`src/hdl/cpl_pkg.sv`:
```
// ----------------------------------------------------------------------------
// cpl_pkg: shared types, codes and character helpers of the token lexer
// Token and bundle layouts, lexer mode codes, token kinds, punctuator tables.
// ----------------------------------------------------------------------------
`default_nettype none

package cpl_pkg;

  localparam int IDX_W   = 24;
  localparam int LINE_W  = 20;
  localparam int COL_W   = 16;
  localparam int KIND_W  = 4;
  localparam int PUNCT_W = 6;
  localparam int MODE_W  = 4;
  localparam int PP_W    = 4;
  localparam int MAX_RES = 3;
  localparam int CNT_W   = 2;
  localparam int Q_DEPTH = 4;
  localparam int Q_AW    = 2;

  // lexer modes
  localparam logic [MODE_W-1:0] M_IDLE      = 4'd0;
  localparam logic [MODE_W-1:0] M_WS        = 4'd1;
  localparam logic [MODE_W-1:0] M_SLASH     = 4'd2;
  localparam logic [MODE_W-1:0] M_LCOM      = 4'd3;
  localparam logic [MODE_W-1:0] M_BCOM      = 4'd4;
  localparam logic [MODE_W-1:0] M_BCOM_STAR = 4'd5;
  localparam logic [MODE_W-1:0] M_STR       = 4'd6;
  localparam logic [MODE_W-1:0] M_NUM       = 4'd7;
  localparam logic [MODE_W-1:0] M_NUM_EXP   = 4'd8;
  localparam logic [MODE_W-1:0] M_IDENT     = 4'd9;
  localparam logic [MODE_W-1:0] M_PUNCT     = 4'd10;
  localparam logic [MODE_W-1:0] M_DOT1      = 4'd11;
  localparam logic [MODE_W-1:0] M_DOT2      = 4'd12;
  localparam logic [MODE_W-1:0] M_BSL       = 4'd13;

  // token kinds
  localparam logic [KIND_W-1:0] K_EOF   = 4'd0;
  localparam logic [KIND_W-1:0] K_DIR   = 4'd1;
  localparam logic [KIND_W-1:0] K_IDENT = 4'd2;
  localparam logic [KIND_W-1:0] K_NUM   = 4'd3;
  localparam logic [KIND_W-1:0] K_STR   = 4'd4;
  localparam logic [KIND_W-1:0] K_PUNCT = 4'd5;
  localparam logic [KIND_W-1:0] K_NL    = 4'd6;
  localparam logic [KIND_W-1:0] K_WS    = 4'd7;
  localparam logic [KIND_W-1:0] K_COM   = 4'd8;
  localparam logic [KIND_W-1:0] K_OTHER = 4'd9;

  // punctuator codes named in the lexer
  localparam logic [PUNCT_W-1:0] P_NONE     = 6'd0;
  localparam logic [PUNCT_W-1:0] P_ELLIPSIS = 6'd11;
  localparam logic [PUNCT_W-1:0] P_DOT      = 6'd12;
  localparam logic [PUNCT_W-1:0] P_DIV_EQ   = 6'd43;
  localparam logic [PUNCT_W-1:0] P_DIV      = 6'd44;

  // characters
  localparam logic [7:0] CH_NL    = 8'h0A;
  localparam logic [7:0] CH_BSL   = 8'h5C;
  localparam logic [7:0] CH_SLASH = 8'h2F;
  localparam logic [7:0] CH_STAR  = 8'h2A;
  localparam logic [7:0] CH_EQ    = 8'h3D;
  localparam logic [7:0] CH_DQ    = 8'h22;
  localparam logic [7:0] CH_SQ    = 8'h27;
  localparam logic [7:0] CH_LT    = 8'h3C;
  localparam logic [7:0] CH_GT    = 8'h3E;
  localparam logic [7:0] CH_HASH  = 8'h23;
  localparam logic [7:0] CH_DOT   = 8'h2E;
  localparam logic [7:0] CH_PLUS  = 8'h2B;
  localparam logic [7:0] CH_MINUS = 8'h2D;
  localparam logic [7:0] CH_UND   = 8'h5F;
  localparam logic [7:0] CH_AMP   = 8'h26;
  localparam logic [7:0] CH_BAR   = 8'h7C;

  typedef struct packed {
    logic [COL_W-1:0]   start_column;
    logic [LINE_W-1:0]  start_line;
    logic [IDX_W-1:0]   token_length;
    logic [IDX_W-1:0]   start_index;
    logic [PUNCT_W-1:0] punct_kind;
    logic [KIND_W-1:0]  token_kind;
  } tok_t;

  typedef struct packed {
    tok_t [MAX_RES-1:0] tok;
    logic [CNT_W-1:0]   cnt;
  } bundle_t;

  typedef struct packed {
    logic               hit;
    logic               cont;
    logic [PUNCT_W-1:0] code;
  } pext_t;

  function automatic logic [IDX_W-1:0] sat_idx(input logic [IDX_W-1:0] v);
    return (&v) ? v : v + 1'b1;
  endfunction

  function automatic logic [LINE_W-1:0] sat_line(input logic [LINE_W-1:0] v);
    return (&v) ? v : v + 1'b1;
  endfunction

  function automatic logic [COL_W-1:0] sat_col(input logic [COL_W-1:0] v);
    return (&v) ? v : v + 1'b1;
  endfunction

  function automatic logic is_digit(input logic [7:0] c);
    return (c >= 8'h30) && (c <= 8'h39);
  endfunction

  function automatic logic is_alpha(input logic [7:0] c);
    return ((c >= 8'h61) && (c <= 8'h7A)) || ((c >= 8'h41) && (c <= 8'h5A));
  endfunction

  function automatic logic is_ident(input logic [7:0] c);
    return is_alpha(c) || is_digit(c) || (c == CH_UND);
  endfunction

  function automatic logic is_blank(input logic [7:0] c);
    return (c == 8'h20) || (c == 8'h09) || (c == 8'h0B) || (c == 8'h0C) || (c == 8'h0D);
  endfunction

  function automatic logic is_exp(input logic [7:0] c);
    return (c == 8'h65) || (c == 8'h45) || (c == 8'h70) || (c == 8'h50);
  endfunction

  function automatic logic [PUNCT_W-1:0] single_punct(input logic [7:0] c);
    logic [PUNCT_W-1:0] r;
    unique case (c)
      8'h3F:   r = 6'd1;
      8'h28:   r = 6'd2;
      8'h29:   r = 6'd3;
      8'h5B:   r = 6'd4;
      8'h5D:   r = 6'd5;
      8'h7B:   r = 6'd6;
      8'h7D:   r = 6'd7;
      8'h3A:   r = 6'd8;
      8'h3B:   r = 6'd9;
      8'h2C:   r = 6'd10;
      8'h7E:   r = 6'd21;
      default: r = P_NONE;
    endcase
    return r;
  endfunction

  function automatic logic [PP_W-1:0] punct_starter(input logic [7:0] c);
    logic [PP_W-1:0] r;
    unique case (c)
      CH_GT:    r = 4'd1;
      CH_LT:    r = 4'd3;
      8'h21:    r = 4'd5;
      CH_EQ:    r = 4'd6;
      CH_AMP:   r = 4'd7;
      CH_BAR:   r = 4'd8;
      8'h5E:    r = 4'd9;
      CH_PLUS:  r = 4'd10;
      CH_MINUS: r = 4'd11;
      CH_STAR:  r = 4'd12;
      8'h25:    r = 4'd13;
      default:  r = '0;
    endcase
    return r;
  endfunction

  // code of a held prefix when the next byte does not extend it
  function automatic logic [PUNCT_W-1:0] punct_short(input logic [PP_W-1:0] p);
    logic [PUNCT_W-1:0] r;
    unique case (p)
      4'd1:    r = 6'd16;
      4'd2:    r = 6'd15;
      4'd3:    r = 6'd20;
      4'd4:    r = 6'd19;
      4'd5:    r = 6'd23;
      4'd6:    r = 6'd25;
      4'd7:    r = 6'd28;
      4'd8:    r = 6'd31;
      4'd9:    r = 6'd33;
      4'd10:   r = 6'd36;
      4'd11:   r = 6'd40;
      4'd12:   r = 6'd42;
      4'd13:   r = 6'd46;
      default: r = P_NONE;
    endcase
    return r;
  endfunction

  // extension of a held prefix by byte c
  function automatic pext_t punct_ext(input logic [PP_W-1:0] p, input logic [7:0] c);
    pext_t r;
    r = '0;
    unique case (p)
      4'd1: begin
        if (c == CH_EQ) r = '{1'b1, 1'b0, 6'd13};
        else if (c == CH_GT) r = '{1'b1, 1'b1, 6'd2};
      end
      4'd2: if (c == CH_EQ) r = '{1'b1, 1'b0, 6'd14};
      4'd3: begin
        if (c == CH_EQ) r = '{1'b1, 1'b0, 6'd17};
        else if (c == CH_LT) r = '{1'b1, 1'b1, 6'd4};
      end
      4'd4:  if (c == CH_EQ) r = '{1'b1, 1'b0, 6'd18};
      4'd5:  if (c == CH_EQ) r = '{1'b1, 1'b0, 6'd22};
      4'd6:  if (c == CH_EQ) r = '{1'b1, 1'b0, 6'd24};
      4'd7: begin
        if (c == CH_EQ) r = '{1'b1, 1'b0, 6'd26};
        else if (c == CH_AMP) r = '{1'b1, 1'b0, 6'd27};
      end
      4'd8: begin
        if (c == CH_EQ) r = '{1'b1, 1'b0, 6'd29};
        else if (c == CH_BAR) r = '{1'b1, 1'b0, 6'd30};
      end
      4'd9: if (c == CH_EQ) r = '{1'b1, 1'b0, 6'd32};
      4'd10: begin
        if (c == CH_PLUS) r = '{1'b1, 1'b0, 6'd34};
        else if (c == CH_EQ) r = '{1'b1, 1'b0, 6'd35};
      end
      4'd11: begin
        if (c == CH_MINUS) r = '{1'b1, 1'b0, 6'd37};
        else if (c == CH_EQ) r = '{1'b1, 1'b0, 6'd38};
        else if (c == CH_GT) r = '{1'b1, 1'b0, 6'd39};
      end
      4'd12:   if (c == CH_EQ) r = '{1'b1, 1'b0, 6'd41};
      4'd13:   if (c == CH_EQ) r = '{1'b1, 1'b0, 6'd45};
      default: r = '0;
    endcase
    return r;
  endfunction

  function automatic tok_t mk_tok(input logic [KIND_W-1:0] kind,
                                  input logic [PUNCT_W-1:0] punct,
                                  input logic [IDX_W-1:0] si,
                                  input logic [LINE_W-1:0] sl,
                                  input logic [COL_W-1:0] sc,
                                  input logic [IDX_W-1:0] end_idx);
    tok_t t;
    t.token_kind   = kind;
    t.punct_kind   = punct;
    t.start_index  = si;
    t.token_length = (end_idx >= si) ? end_idx - si : '0;
    t.start_line   = sl;
    t.start_column = sc;
    return t;
  endfunction

endpackage

`default_nettype wire

```
`src/hdl/cpl_front.sv`:
```
// ----------------------------------------------------------------------------
// cpl_front: character classifier and lexer state
// Takes one byte per transaction and produces a bundle of up to three tokens.
// ----------------------------------------------------------------------------
`default_nettype none

module cpl_front (
  input  wire              clk,
  input  wire              rst,
  input  wire              accept,
  input  wire [7:0]        ch,
  input  wire              is_end,
  input  wire              angle_mode,
  output logic             push,
  output cpl_pkg::bundle_t bundle
);
  import cpl_pkg::*;

  logic [MODE_W-1:0] lex_mode, lex_mode_next;
  logic [PP_W-1:0]   punct_progress, punct_progress_next;
  logic [IDX_W-1:0]  tok_si, tok_si_next, cur_idx;
  logic [LINE_W-1:0] tok_sl, tok_sl_next, src_line;
  logic [COL_W-1:0]  tok_sc, tok_sc_next, cur_col;
  logic              line_seen, line_seen_next;
  logic              escape, escape_next;
  logic [7:0]        closer, closer_next;
  logic              angle, angle_next;

  logic [IDX_W-1:0]   ni, e_end;
  logic [CNT_W-1:0]   n;
  tok_t [MAX_RES-1:0] tk;
  logic               done, e_do, shift, was_seen;
  logic [KIND_W-1:0]  e_kind;
  logic [PUNCT_W-1:0] e_punct, sp;
  logic [PP_W-1:0]    ps;
  pext_t              ext;

  // step the lexer through up to three mode changes for this byte
  always_comb begin
    lex_mode_next       = lex_mode;
    punct_progress_next = punct_progress;
    tok_si_next         = tok_si;
    tok_sl_next         = tok_sl;
    tok_sc_next         = tok_sc;
    line_seen_next      = line_seen;
    escape_next         = escape;
    closer_next         = closer;
    angle_next          = angle;
    ni       = sat_idx(cur_idx);
    n        = '0;
    tk       = '0;
    done     = 1'b0;
    e_do     = 1'b0;
    e_kind   = K_OTHER;
    e_punct  = P_NONE;
    e_end    = cur_idx;
    shift    = 1'b0;
    was_seen = 1'b0;
    ext      = '0;
    sp       = P_NONE;
    ps       = '0;
    if (is_end) begin
      // flush the held token
      unique case (lex_mode_next)
        M_WS: begin
          tk[n] = mk_tok(K_WS, P_NONE, tok_si_next, tok_sl_next, tok_sc_next, cur_idx);
          n = n + 1'b1;
        end
        M_SLASH: begin
          tk[n] = mk_tok(K_PUNCT, P_DIV, tok_si_next, tok_sl_next, tok_sc_next, cur_idx);
          n = n + 1'b1;
        end
        M_LCOM, M_BCOM, M_BCOM_STAR: begin
          tk[n] = mk_tok(K_COM, P_NONE, tok_si_next, tok_sl_next, tok_sc_next, cur_idx);
          n = n + 1'b1;
        end
        M_STR: begin
          tk[n] = mk_tok(K_STR, P_NONE, tok_si_next, tok_sl_next, tok_sc_next, cur_idx);
          n = n + 1'b1;
        end
        M_NUM, M_NUM_EXP: begin
          tk[n] = mk_tok(K_NUM, P_NONE, tok_si_next, tok_sl_next, tok_sc_next, cur_idx);
          n = n + 1'b1;
        end
        M_IDENT: begin
          tk[n] = mk_tok(K_IDENT, P_NONE, tok_si_next, tok_sl_next, tok_sc_next, cur_idx);
          n = n + 1'b1;
        end
        M_PUNCT: begin
          sp = punct_short(punct_progress_next);
          tk[n] = mk_tok((sp == P_NONE) ? K_OTHER : K_PUNCT, sp,
                         tok_si_next, tok_sl_next, tok_sc_next, cur_idx);
          n = n + 1'b1;
        end
        M_DOT1: begin
          tk[n] = mk_tok(K_PUNCT, P_DOT, tok_si_next, tok_sl_next, tok_sc_next, cur_idx);
          n = n + 1'b1;
        end
        M_DOT2: begin
          tk[n] = mk_tok(K_PUNCT, P_DOT, tok_si_next, tok_sl_next, tok_sc_next,
                         sat_idx(tok_si_next));
          n = n + 1'b1;
          tok_si_next = sat_idx(tok_si_next);
          tok_sc_next = sat_col(tok_sc_next);
          tk[n] = mk_tok(K_PUNCT, P_DOT, tok_si_next, tok_sl_next, tok_sc_next, cur_idx);
          n = n + 1'b1;
        end
        M_BSL: begin
          tk[n] = mk_tok(K_OTHER, P_NONE, tok_si_next, tok_sl_next, tok_sc_next, cur_idx);
          n = n + 1'b1;
        end
        default: ;
      endcase
      lex_mode_next       = M_IDLE;
      punct_progress_next = '0;
      escape_next         = 1'b0;
      tok_si_next = cur_idx;
      tok_sl_next = src_line;
      tok_sc_next = cur_col;
      tk[n] = mk_tok(K_EOF, P_NONE, tok_si_next, tok_sl_next, tok_sc_next, cur_idx);
      n = n + 1'b1;
    end else begin
      if (angle_mode) angle_next = 1'b1;
      for (int it = 0; it < MAX_RES; it++) begin
        if (!done) begin
          e_do    = 1'b0;
          e_kind  = K_OTHER;
          e_punct = P_NONE;
          e_end   = cur_idx;
          shift   = 1'b0;
          unique case (lex_mode_next)
            M_WS: begin
              if (is_blank(ch)) done = 1'b1;
              else begin
                e_do = 1'b1; e_kind = K_WS; lex_mode_next = M_IDLE;
              end
            end
            M_SLASH: begin
              priority if (ch == CH_SLASH) begin
                lex_mode_next = M_LCOM; done = 1'b1;
              end else if (ch == CH_STAR) begin
                lex_mode_next = M_BCOM; done = 1'b1;
              end else if (ch == CH_EQ) begin
                e_do = 1'b1; e_kind = K_PUNCT; e_punct = P_DIV_EQ; e_end = ni;
                lex_mode_next = M_IDLE; done = 1'b1;
              end else begin
                e_do = 1'b1; e_kind = K_PUNCT; e_punct = P_DIV; lex_mode_next = M_IDLE;
              end
            end
            M_LCOM: begin
              if (ch != CH_NL) done = 1'b1;
              else begin
                e_do = 1'b1; e_kind = K_COM; lex_mode_next = M_IDLE;
              end
            end
            M_BCOM: begin
              if (ch == CH_STAR) lex_mode_next = M_BCOM_STAR;
              done = 1'b1;
            end
            M_BCOM_STAR: begin
              if (ch == CH_SLASH) begin
                e_do = 1'b1; e_kind = K_COM; e_end = ni; lex_mode_next = M_IDLE;
              end else if (ch != CH_STAR) lex_mode_next = M_BCOM;
              done = 1'b1;
            end
            M_STR: begin
              if (!escape_next && ch == closer_next) begin
                e_do = 1'b1; e_kind = K_STR; e_end = ni;
                lex_mode_next = M_IDLE; escape_next = 1'b0;
              end else escape_next = !escape_next && (ch == CH_BSL);
              done = 1'b1;
            end
            M_NUM, M_NUM_EXP: begin
              priority if (lex_mode_next == M_NUM_EXP && (ch == CH_PLUS || ch == CH_MINUS))
              begin
                lex_mode_next = M_NUM; done = 1'b1;
              end else if (is_ident(ch) || ch == CH_DOT) begin
                lex_mode_next = is_exp(ch) ? M_NUM_EXP : M_NUM; done = 1'b1;
              end else begin
                e_do = 1'b1; e_kind = K_NUM; lex_mode_next = M_IDLE;
              end
            end
            M_IDENT: begin
              if (is_ident(ch)) done = 1'b1;
              else begin
                e_do = 1'b1; e_kind = K_IDENT; lex_mode_next = M_IDLE;
              end
            end
            M_PUNCT: begin
              ext = punct_ext(punct_progress_next, ch);
              if (ext.hit) begin
                if (ext.cont) punct_progress_next = ext.code[PP_W-1:0];
                else begin
                  e_do = 1'b1; e_kind = K_PUNCT; e_punct = ext.code; e_end = ni;
                  lex_mode_next = M_IDLE; punct_progress_next = '0;
                end
                done = 1'b1;
              end else begin
                e_punct = punct_short(punct_progress_next);
                e_do = 1'b1; e_kind = (e_punct == P_NONE) ? K_OTHER : K_PUNCT;
                punct_progress_next = '0; lex_mode_next = M_IDLE;
              end
            end
            M_DOT1: begin
              priority if (is_digit(ch)) begin
                lex_mode_next = M_NUM; done = 1'b1;
              end else if (ch == CH_DOT) begin
                lex_mode_next = M_DOT2; done = 1'b1;
              end else begin
                e_do = 1'b1; e_kind = K_PUNCT; e_punct = P_DOT; lex_mode_next = M_IDLE;
              end
            end
            M_DOT2: begin
              if (ch == CH_DOT) begin
                e_do = 1'b1; e_kind = K_PUNCT; e_punct = P_ELLIPSIS; e_end = ni;
                lex_mode_next = M_IDLE; done = 1'b1;
              end else begin
                // emit the first dot, keep the second as a held dot
                e_do = 1'b1; e_kind = K_PUNCT; e_punct = P_DOT; e_end = sat_idx(tok_si_next);
                shift = 1'b1; lex_mode_next = M_DOT1;
              end
            end
            M_BSL: begin
              if (ch == CH_NL) begin
                lex_mode_next = M_IDLE; done = 1'b1;
              end else begin
                line_seen_next = 1'b1;
                e_do = 1'b1; e_kind = K_OTHER; lex_mode_next = M_IDLE;
              end
            end
            default: begin
              // start a new token with this byte
              lex_mode_next = M_IDLE;
              done = 1'b1;
              tok_si_next = cur_idx;
              tok_sl_next = src_line;
              tok_sc_next = cur_col;
              sp = single_punct(ch);
              ps = punct_starter(ch);
              priority if (ch == CH_BSL) lex_mode_next = M_BSL;
              else if (ch == CH_NL) begin
                e_do = 1'b1; e_kind = K_NL; e_end = ni;
                line_seen_next = 1'b0; angle_next = 1'b0;
              end else if (is_blank(ch)) lex_mode_next = M_WS;
              else begin
                was_seen = line_seen_next;
                line_seen_next = 1'b1;
                priority if (ch == CH_SLASH) lex_mode_next = M_SLASH;
                else if (ch == CH_DQ || ch == CH_SQ || (ch == CH_LT && angle_next)) begin
                  lex_mode_next = M_STR;
                  closer_next = (ch == CH_LT) ? CH_GT : ch;
                  escape_next = 1'b0;
                end else if (ch == CH_HASH && !was_seen) begin
                  e_do = 1'b1; e_kind = K_DIR; e_end = ni;
                end else if (is_digit(ch)) lex_mode_next = M_NUM;
                else if (ch == CH_DOT) lex_mode_next = M_DOT1;
                else if (sp != P_NONE) begin
                  e_do = 1'b1; e_kind = K_PUNCT; e_punct = sp; e_end = ni;
                end else if (ps != '0) begin
                  lex_mode_next = M_PUNCT; punct_progress_next = ps;
                end else if (is_alpha(ch) || ch == CH_UND) lex_mode_next = M_IDENT;
                else begin
                  e_do = 1'b1; e_kind = K_OTHER; e_end = ni;
                end
              end
            end
          endcase
          if (e_do && n != 2'd3) begin
            tk[n] = mk_tok(e_kind, e_punct, tok_si_next, tok_sl_next, tok_sc_next, e_end);
            n = n + 1'b1;
          end
          if (shift) begin
            tok_si_next = sat_idx(tok_si_next);
            tok_sc_next = sat_col(tok_sc_next);
          end
        end
      end
    end
  end

  assign push       = accept && (n != '0);
  assign bundle.tok = tk;
  assign bundle.cnt = n;

  // advance lexer state and source position on each transaction
  always_ff @(posedge clk) begin
    if (rst) begin
      lex_mode       <= M_IDLE;
      punct_progress <= '0;
      tok_si         <= '0;
      tok_sl         <= '0;
      tok_sc         <= '0;
      cur_idx        <= '0;
      src_line       <= '0;
      cur_col        <= '0;
      line_seen      <= 1'b0;
      escape         <= 1'b0;
      closer         <= '0;
      angle          <= 1'b0;
    end else if (accept) begin
      lex_mode       <= lex_mode_next;
      punct_progress <= punct_progress_next;
      tok_si         <= tok_si_next;
      tok_sl         <= tok_sl_next;
      tok_sc         <= tok_sc_next;
      line_seen      <= line_seen_next;
      escape         <= escape_next;
      closer         <= closer_next;
      angle          <= angle_next;
      if (!is_end) begin
        cur_idx <= ni;
        if (ch == CH_NL) begin
          src_line <= sat_line(src_line);
          cur_col  <= '0;
        end else begin
          cur_col <= sat_col(cur_col);
        end
      end
    end
  end

endmodule

`default_nettype wire

```
`src/hdl/cpl_queue.sv`:
```
// ----------------------------------------------------------------------------
// cpl_queue: token bundle queue
// Four-entry queue that decouples the lexer from the token serializer.
// ----------------------------------------------------------------------------
`default_nettype none

module cpl_queue (
  input  wire              clk,
  input  wire              rst,
  input  wire              push,
  input  cpl_pkg::bundle_t push_data,
  output logic             full,
  input  wire              pop,
  output cpl_pkg::bundle_t pop_data,
  output logic             empty
);
  import cpl_pkg::*;

  bundle_t         mem [Q_DEPTH];
  logic [Q_AW-1:0] wr_ptr, rd_ptr;
  logic [Q_AW:0]   count;

  assign full     = (count == Q_DEPTH[Q_AW:0]);
  assign empty    = (count == '0);
  assign pop_data = mem[rd_ptr];

  // store pushed bundles
  always_ff @(posedge clk) begin
    if (push) mem[wr_ptr] <= push_data;
  end

  // advance pointers and occupancy
  always_ff @(posedge clk) begin
    if (rst) begin
      wr_ptr <= '0;
      rd_ptr <= '0;
      count  <= '0;
    end else begin
      if (push) wr_ptr <= wr_ptr + 1'b1;
      if (pop)  rd_ptr <= rd_ptr + 1'b1;
      unique case ({push, pop})
        2'b10:   count <= count + 1'b1;
        2'b01:   count <= count - 1'b1;
        default: count <= count;
      endcase
    end
  end

endmodule

`default_nettype wire

```
`src/hdl/cpl_back.sv`:
```
// ----------------------------------------------------------------------------
// cpl_back: token serializer
// Unpacks queued bundles into one token transaction per cycle while m_tready is high, with tlast.
// ----------------------------------------------------------------------------
`default_nettype none

module cpl_back (
  input  wire              clk,
  input  wire              rst,
  input  cpl_pkg::bundle_t q_data,
  input  wire              q_empty,
  output logic             q_pop,
  output logic             m_tvalid,
  input  wire              m_tready,
  output logic [95:0]      m_tdata,
  output logic             m_tlast
);
  import cpl_pkg::*;

  bundle_t          bun;
  logic             have;
  logic [CNT_W-1:0] idx;
  logic             load;

  assign m_tvalid = have;
  assign m_tlast  = (idx == bun.cnt - 1'b1);
  assign m_tdata  = {2'b00, bun.tok[idx]};
  assign load     = !have || (m_tready && m_tlast);
  assign q_pop    = load && !q_empty;

  // hold the current bundle, step through its tokens
  always_ff @(posedge clk) begin
    if (rst) begin
      have <= 1'b0;
      idx  <= '0;
    end else if (load) begin
      have <= !q_empty;
      idx  <= '0;
    end else if (m_tready) begin
      idx <= idx + 1'b1;
    end
  end

  always_ff @(posedge clk) begin
    if (q_pop) bun <= q_data;
  end

endmodule

`default_nettype wire

```
`src/hdl/c_preprocessing_token_lexer.sv`:
```
// ----------------------------------------------------------------------------
// c_preprocessing_token_lexer: C preprocessing token lexer, top level
// Channel   Dir  Payload
// s_*       in   tdata[7:0] ch; tuser[0] is_end, tuser[1] angle_mode
// m_*       out  tdata token fields (see port), tlast last token of a byte
// One source byte is taken per cycle while the four-bundle queue has room.
// Each byte yields zero to three tokens; tokens leave one per cycle while
// m_tready is high.
// Synchronous reset clears the lexer state, the queue and the output stage.
// Output stalls back up through the queue to s_tready only when it is full.
// ----------------------------------------------------------------------------
`default_nettype none

module c_preprocessing_token_lexer (
  input  wire         clk,
  input  wire         rst,
  input  wire         s_tvalid,
  output logic        s_tready,
  input  wire  [7:0]  s_tdata,  // ch
  input  wire  [1:0]  s_tuser,  // is_end, angle_mode
  output logic        m_tvalid,
  input  wire         m_tready,
  output logic [95:0] m_tdata,  // token_kind, punct_kind, start_index,
                                // token_length, start_line, start_column
  output logic        m_tlast
);
  import cpl_pkg::*;

  logic    full, empty, push, pop;
  bundle_t push_data, pop_data;

  assign s_tready = !full;

  cpl_front u_front (
    .clk        (clk),
    .rst        (rst),
    .accept     (s_tvalid && s_tready),
    .ch         (s_tdata),
    .is_end     (s_tuser[0]),
    .angle_mode (s_tuser[1]),
    .push       (push),
    .bundle     (push_data)
  );

  cpl_queue u_queue (
    .clk       (clk),
    .rst       (rst),
    .push      (push),
    .push_data (push_data),
    .full      (full),
    .pop       (pop),
    .pop_data  (pop_data),
    .empty     (empty)
  );

  cpl_back u_back (
    .clk      (clk),
    .rst      (rst),
    .q_data   (pop_data),
    .q_empty  (empty),
    .q_pop    (pop),
    .m_tvalid (m_tvalid),
    .m_tready (m_tready),
    .m_tdata  (m_tdata),
    .m_tlast  (m_tlast)
  );

endmodule

`default_nettype wire

```
`config.mk`:
```
export PLATFORM = sky130hd
export DESIGN_NAME = c_preprocessing_token_lexer
export DESIGN_NICKNAME = d
export VERILOG_FILES = /design/src/hdl/cpl_pkg.sv /design/src/hdl/cpl_front.sv /design/src/hdl/cpl_queue.sv /design/src/hdl/cpl_back.sv /design/src/hdl/c_preprocessing_token_lexer.sv
export SDC_FILE = /design/constraint.sdc
export NUM_CORES = 2
export LEC_CHECK = 0
export BUFFER_PORTS_ARGS = -buffer_cell sky130_fd_sc_hd__buf_2
export CORE_UTILIZATION = 40
export CTS_CLUSTER_SIZE = 16
export DETAILED_ROUTE_END_ITERATION = 8
export HOLD_SLACK_MARGIN = 0.1
export PLACE_DENSITY = 0.64
export SYNTH_ARGS = -nofsm -noshare
export SYNTH_HDL_FRONTEND = slang
export SYNTH_HIERARCHICAL = 1
export SYNTH_SLANG_ARGS = --single-unit
export TNS_END_PERCENT = 30
```
`constraint.sdc`:
```
create_clock -name clk -period 20.2 [get_ports clk]
set_input_delay 5.05 -clock clk [delete_from_list [all_inputs] [get_ports clk]]
set_output_delay 5.05 -clock clk [all_outputs]
set_load 0.01 [all_outputs]
```
# Word level (Yosys, flattened, before mapping)
# Memory sizes are Yosys's and may differ from the RTL's. A register that Yosys moved wholly into a read port is not among the register bits.
# Index checks and enable logic that the tools add are counted.
[totals] register_bits=149 latch_bits=0 ram_bits=1136 mem_bits_ro=384 inputBits=14 output_inout_bits=99 wordCells=925 n_memories=5
[mem_list] memory="u_queue.mem" depth=4 width=284 rd=1 rd_ports_with_merged_regs=1 wr=1 line_no="cpl_queue.sv:19" text="bundle_t mem [Q_DEPTH];"
[mem_list] memory="(no name shown)" depth=16 width=6 rd=1 rd_ports_with_merged_regs=1 wr=0 line_no="cpl_pkg.sv:167" text="unique case (p)"
[mem_list] memory="(no name shown)" depth=16 width=6 rd=1 rd_ports_with_merged_regs=1 wr=0 line_no="cpl_pkg.sv:167"
[mem_list] memory="(no name shown)" depth=16 width=6 rd=1 rd_ports_with_merged_regs=0 wr=0 line_no="cpl_pkg.sv:167"
[mem_list] memory="(no name shown)" depth=16 width=6 rd=1 rd_ports_with_merged_regs=0 wr=0 line_no="cpl_pkg.sv:167"
[classes] add_sub_neg=29 n_mul=0 n_div=0 order_cmp=20 n_eq_ne=129 n_shift=0 mux=613 n_bitwise=2 reduce_logical=110
[op_table] operator="$mux 24" count=82
[op_table] operator="$mux 282" count=6
[op_table] operator="$pmux 94 s10" count=1
[op_table] operator="$bwmux 282" count=3
[op_table] operator="$mux 94" count=9
[op_table] operator="$mux 4" count=180
[op_table] operator="$demux 94 s2" count=3
[op_table] operator="$pmux 24 s6" count=3
[op_table] operator="$mux 8" count=51
[op_table] operator="$mux 6" count=61
[op_table] operator="$mux 16" count=20
[op_table] operator="$pmux 8 s13" count=3
[op_table] operator="$mux 20" count=10
[op_table] operator="$bmux 94 s2" count=1
[op_table] operator="$pmux 4 s11" count=4
[op_table] operator="$add 24x1->24 const B" count=7
[op_table] operator="$eq 8x6->1 const B" count=21
[op_table] operator="$ge 24x24->1" count=7
[op_table] operator="$reduce_and 24->1" count=7
[op_table] operator="$sub 24x24->24" count=7
[op_table] operator="$eq 4x4->1 const B" count=36
[op_table] operator="$pmux 4 s12" count=3
[op_table] operator="$mux 1" count=142
[op_table] operator="$reduce_or 12->1" count=10
[op_table] operator="55 further kinds" count=226

# Depth between registers and ports, before layout
[logic_depth] depth_word=63 depth_mapped=43 ltp_nobuf=37

# Hierarchy
# The synthesis kept the hierarchy.
[by_module_without_submodules] mod="cpl_queue" n_inst=1 cells_per_inst=1531 area_each_um2=41670.0 seq_area_each_um2=34292.9
[by_module_without_submodules] mod="cpl_front" n_inst=1 cells_per_inst=4816 area_each_um2=30724.5 seq_area_each_um2=2902.8
[by_module_without_submodules] mod="cpl_back" n_inst=1 cells_per_inst=622 area_each_um2=10716.5 seq_area_each_um2=8588.2
[by_module_without_submodules] mod="c_preprocessing_token_lexer" n_inst=1 cells_per_inst=2 area_each_um2=10.0 seq_area_each_um2=0.0

# Worst setup path before layout
# No wires, ideal clock.
[synth_path] path_type="input -> register" start="input s_tdata[7]" end="memory u_queue/mem[0][0] (netlist name), enable pin" setup_time_ns=0.680 arrival_ns=16.718 required_ns=19.520 slack_ns=2.802 cell_stages=27 n_path_buf=4 path_cell_list="buf_2 and4bb_2 buf_2 o211ai_1 o221ai_2 or2_2 clkbuf_1 nor3_1 o21ai_0 a21oi_1 ha_1 clkbuf_1 nand2_1 a21oi_1 nand2_1 a21oi_1 a31oi_1 ha_1 o21ai_0 inv_1 ha_1 a211oi_4 xnor2_1 nor2_1 a21oi_1 o21a_1 and2_1"
[synth_rtl] element="from (decl)" line_no="c_preprocessing_token_lexer.sv:19" text="input wire [7:0] s_tdata,"
[synth_rtl] element="to (decl)" line_no="cpl_queue.sv:19"

==> impl_metrics.tcl <==
set metrics [dict create \
    floorplan.rows 166 \
    synth_flop_cell "edfxtp_1" \
    hold_slack_ps 477 \
    tns_ps 0 \
    cts_tree "yes" \
    numPortBuffers 110 \
    rr_startpoint "u_front/lex_mode[0]" \
    yosysUniqueCellTypes 131 \
    place_ws_ps 3930 \
    place_hpwl_um 218000 \
    cpPeakStageDelay_ps 1140 \
    io-pin-count 113 \
    cts_resized 0 \
    post_cts_buffers 0 \
    worstPathMaxFanout 24 \
    status "finished, final reports clean" \
    ff_latch_area_um2 45800 \
    crit_top_cell "a21o_1" \
    clock_skew_ps 68.8 \
    antenna_found_initial 18 \
    routed_wl_um 312000 \
    holdBufCountCts 0 \
    fp.dieW_um 458 \
    vias 62383 \
    required_ps 20640 \
    fin_crit_sh_pct 78.2 \
    yosysSeqAreaShare_pct 55.1 \
    syn_to_final_growth_pct 10.7 \
    postSynthCellCount 6971 \
    gp_congestion 1.05 \
    synth_compound_area_share_pct 13.7 \
    synthMuxAreaShare_pct 10.1 \
    initial_core_util_pct 40.4 \
    yosys.area_share.adder_pct 2.85 \
    cp-startpoint "s_tdata[4]" \
    crit_family "compound AO/OA/AOI/OAI gates" \
    rsz0062_at_grt "false" \
    arrival_ps 16240 \
    grt_remaining_overflow 0 \
    hold_start "u_front/closer[5]" \
    yosysWarningCount 6 \
    synth_seq_cells 1577 \
    setup_violations 0 \
    cts_max_level 4 \
    yosys.area_share.simple_pct 11.6 \
    startpoint_type "input port" \
    cts-buffers-inserted 164 \
    synth-edff-count 1420 \
    wl_per_cell_um 31.9 \
    grt_pass1_wl_um 442000 \
    min_period_ps 15800 \
    path_class "in -> reg" \
    grt_max_degree 135 \
    drv_slew 0 \
    netlist_area_um2 83100 \
    multi_input_area_um2 34400 \
    critPathBufInv 5 \
    syn_avg_cell_area_um2 11.9 \
    antenna_left 0 \
    cap_violations 0 \
    setup_ws_ps 4400 \
    synth_top_family_by_area "compound AO/OA/AOI/OAI gates" \
    via_per_inst 6.38 \
    fill_cells 18624 \
    async_reset_ff_share_pct 0 \
    end_kind "flop" \
    cts.reportedPaths.clkPinSlew_ps 70 \
    dr.first_iter.drc_count 8010 \
    holdCritPathClass "reg -> reg" \
    cts_sinks 1577 \
    nets 7148 \
    synth_xor_area_share_pct 2.91 \
    relSlewSlack_pct 2.65 \
    fmax_mhz 63.3 \
    final_hold_viol_count 0 \
    drive_gt1_share_pct 14.0 \
    drc_errors 0 \
    grt_pass1_vias 59369 \
    dieArea_um2 210000 \
    grt.total_usage_pct 29.2 \
    worst_pin_slew_ps 1440 \
    die_h_um 458 \
    first_pass_iters 7 \
    clock-root-buffer "clkbuf_16" \
    clockBufferDepth 3 \
    slowest_stage "o311ai_1" \
    insertion_delay_ps 840 \
    coreArea_um2 206000 \
]
==> flip-flops by register name, indices dropped and copies added, names as in the netlist, 2 cells and up, named ones only <==
name,cells
u_front/tok_sl,20
u_queue/mem,1136
u_front/tok_sc,16
u_front/closer,8
u_front/cur_idx,24
u_front/punct_progress,4
u_queue/count,3
u_back/bun,284
u_front/lex_mode,4
u_back/idx,2
u_front/src_line,20
u_queue/rd_ptr,2
u_front/tok_si,24
u_front/cur_col,16
u_queue/wr_ptr,2
==> cells in the final DEF, fill, tap and decap left out, types with 33 or more instances in the layout <==
| cell | netlist | routed |
|---|---|---|
| a22o_1 | 38 | 38 |
| a21oi_1 | 485 | 485 |
| edfxtp_1 | 1420 | 1420 |
| clkbuf_1 | 322 | 33 |
| nand2_1 | 600 | 594 |
| inv_1 | 152 | 151 |
| or3_1 | 55 | 55 |
| a211oi_1 | 71 | 69 |
| o21ai_1 | 36 | 40 |
| nand2b_1 | 56 | 56 |
| dfxtp_1 | 157 | 147 |
| nand4_1 | 59 | 59 |
| nor4_1 | 37 | 35 |
| o211ai_1 | 43 | 43 |
| buf_2 | 87 | 108 |
| a31oi_1 | 55 | 55 |
| clkbuf_16 | 0 | 166 |
| nand3_1 | 150 | 150 |
| nor2b_1 | 45 | 43 |
| a221oi_1 | 44 | 43 |
| nor2_1 | 603 | 596 |
| xor2_1 | 104 | 104 |
| nor3_1 | 224 | 220 |
| o22ai_1 | 67 | 67 |
| a21o_1 | 63 | 63 |
| buf_4 | 29 | 197 |
| and3_1 | 44 | 44 |
| and2_1 | 61 | 55 |
| mux2i_1 | 178 | 178 |
| a22oi_1 | 34 | 34 |
| o221ai_1 | 50 | 50 |
| mux4_2 | 284 | 284 |
| o21ai_0 | 412 | 406 |
| xnor2_1 | 169 | 169 |
| ha_1 | 178 | 176 |
==> tightest hold or removal path: stages, from the launching register on <==
cell	delay, ps
dfxtp_1	330
inv_1	50
a21oi_1	50
==> per-layer routing <==
layer	routed length (um)	track usage, %	vias up
li1	-	-	26769
met1	129000	40.2	31425
met2	137000	43.5	3452
met3	31800	7.80	721
met4	14400	12.1	16
met5	97	0	-
==> cell type report <==
class,count,area share [%]
diodes,4,0.0109
clock buffers,214,4.87
clock inverters,90,1.29
inverters,156,0.636
multi-input cells,4737,37.4
flip-flops and latches,1577,49.8
well taps,2688,3.65
repair buffers,313,2.36
==> per-stage QoR <==
step                instance area, um2  util [%]  std cells
global route                     92000      44.8       9776
finish                           92000      44.8       9779
CTS                              92000      44.8       9775
floorplan                        83100         -       6973
global placement                 86400      42.0       9471
detailed placement               86400      42.0       9471
==> cells by family (layout without fill, tap and decap cells) <==
| group | after synthesis | in the layout |
|---|---|---|
| simple gates | 2050 | 2050 |
| compound gates | 1746 | 1746 |
| flops | 1577 | 1577 |
| buf+inv | 659 | 773 |
| mux | 478 | 478 |
| xor+xnor | 274 | 274 |
| fa+ha+maj | 185 | 185 |
| other cells | 2 | 8 |
==> path summary, 6_finish.rpt <==
| path | to | slack [ps] | cells past startpoint |
|---|---|---|---|
| setup / recovery | u_queue/mem[1][139] | 4400 | 39 |
| hold / removal | u_front/closer[5] | 480 | 2 |
| setup reg to reg | u_queue/mem[0][152] | 8340 | 33 |
| hold reg to reg | u_front/closer[5] | 480 | 2 |
==> synth_stat cells, types with 29 or more instances <==
cell      count  area share, %
nand2b_1     56           0.42
buf_2        87           0.52
nand2_1     600            2.7
dfxtp_1     157            3.8
a22o_1       38           0.40
ha_1        178            2.7
edfxtp_1   1420             51
clkbuf_1    322            1.5
a32oi_1      31           0.33
nand3_1     150           0.90
nand4_1      59           0.44
o211ai_1     43           0.39
nor3_1      224            1.3
mux2i_1     178            2.1
nor2_1      603            2.7
nor4_1       37           0.28
buf_4        29           0.26
and3_1       44           0.33
xor2_1      104            1.1
nor2b_1      45           0.34
o21ai_0     412            2.5
or3_1        55           0.41
inv_1       152           0.69
a211oi_1     71           0.64
mux4_2      284            7.7
a221oi_1     44           0.46
a31oi_1      55           0.41
o221ai_1     50           0.53
a22oi_1      34           0.31
o22ai_1      67           0.50
o31ai_1      29           0.26
o21ai_1      36           0.22
xnor2_1     169            1.8
a21oi_1     485            2.9
and2_1       61           0.46
a21o_1       63           0.57
Power is not shown: default switching activity piles up to over one toggle a cycle in this logic, so the estimate is an artifact.
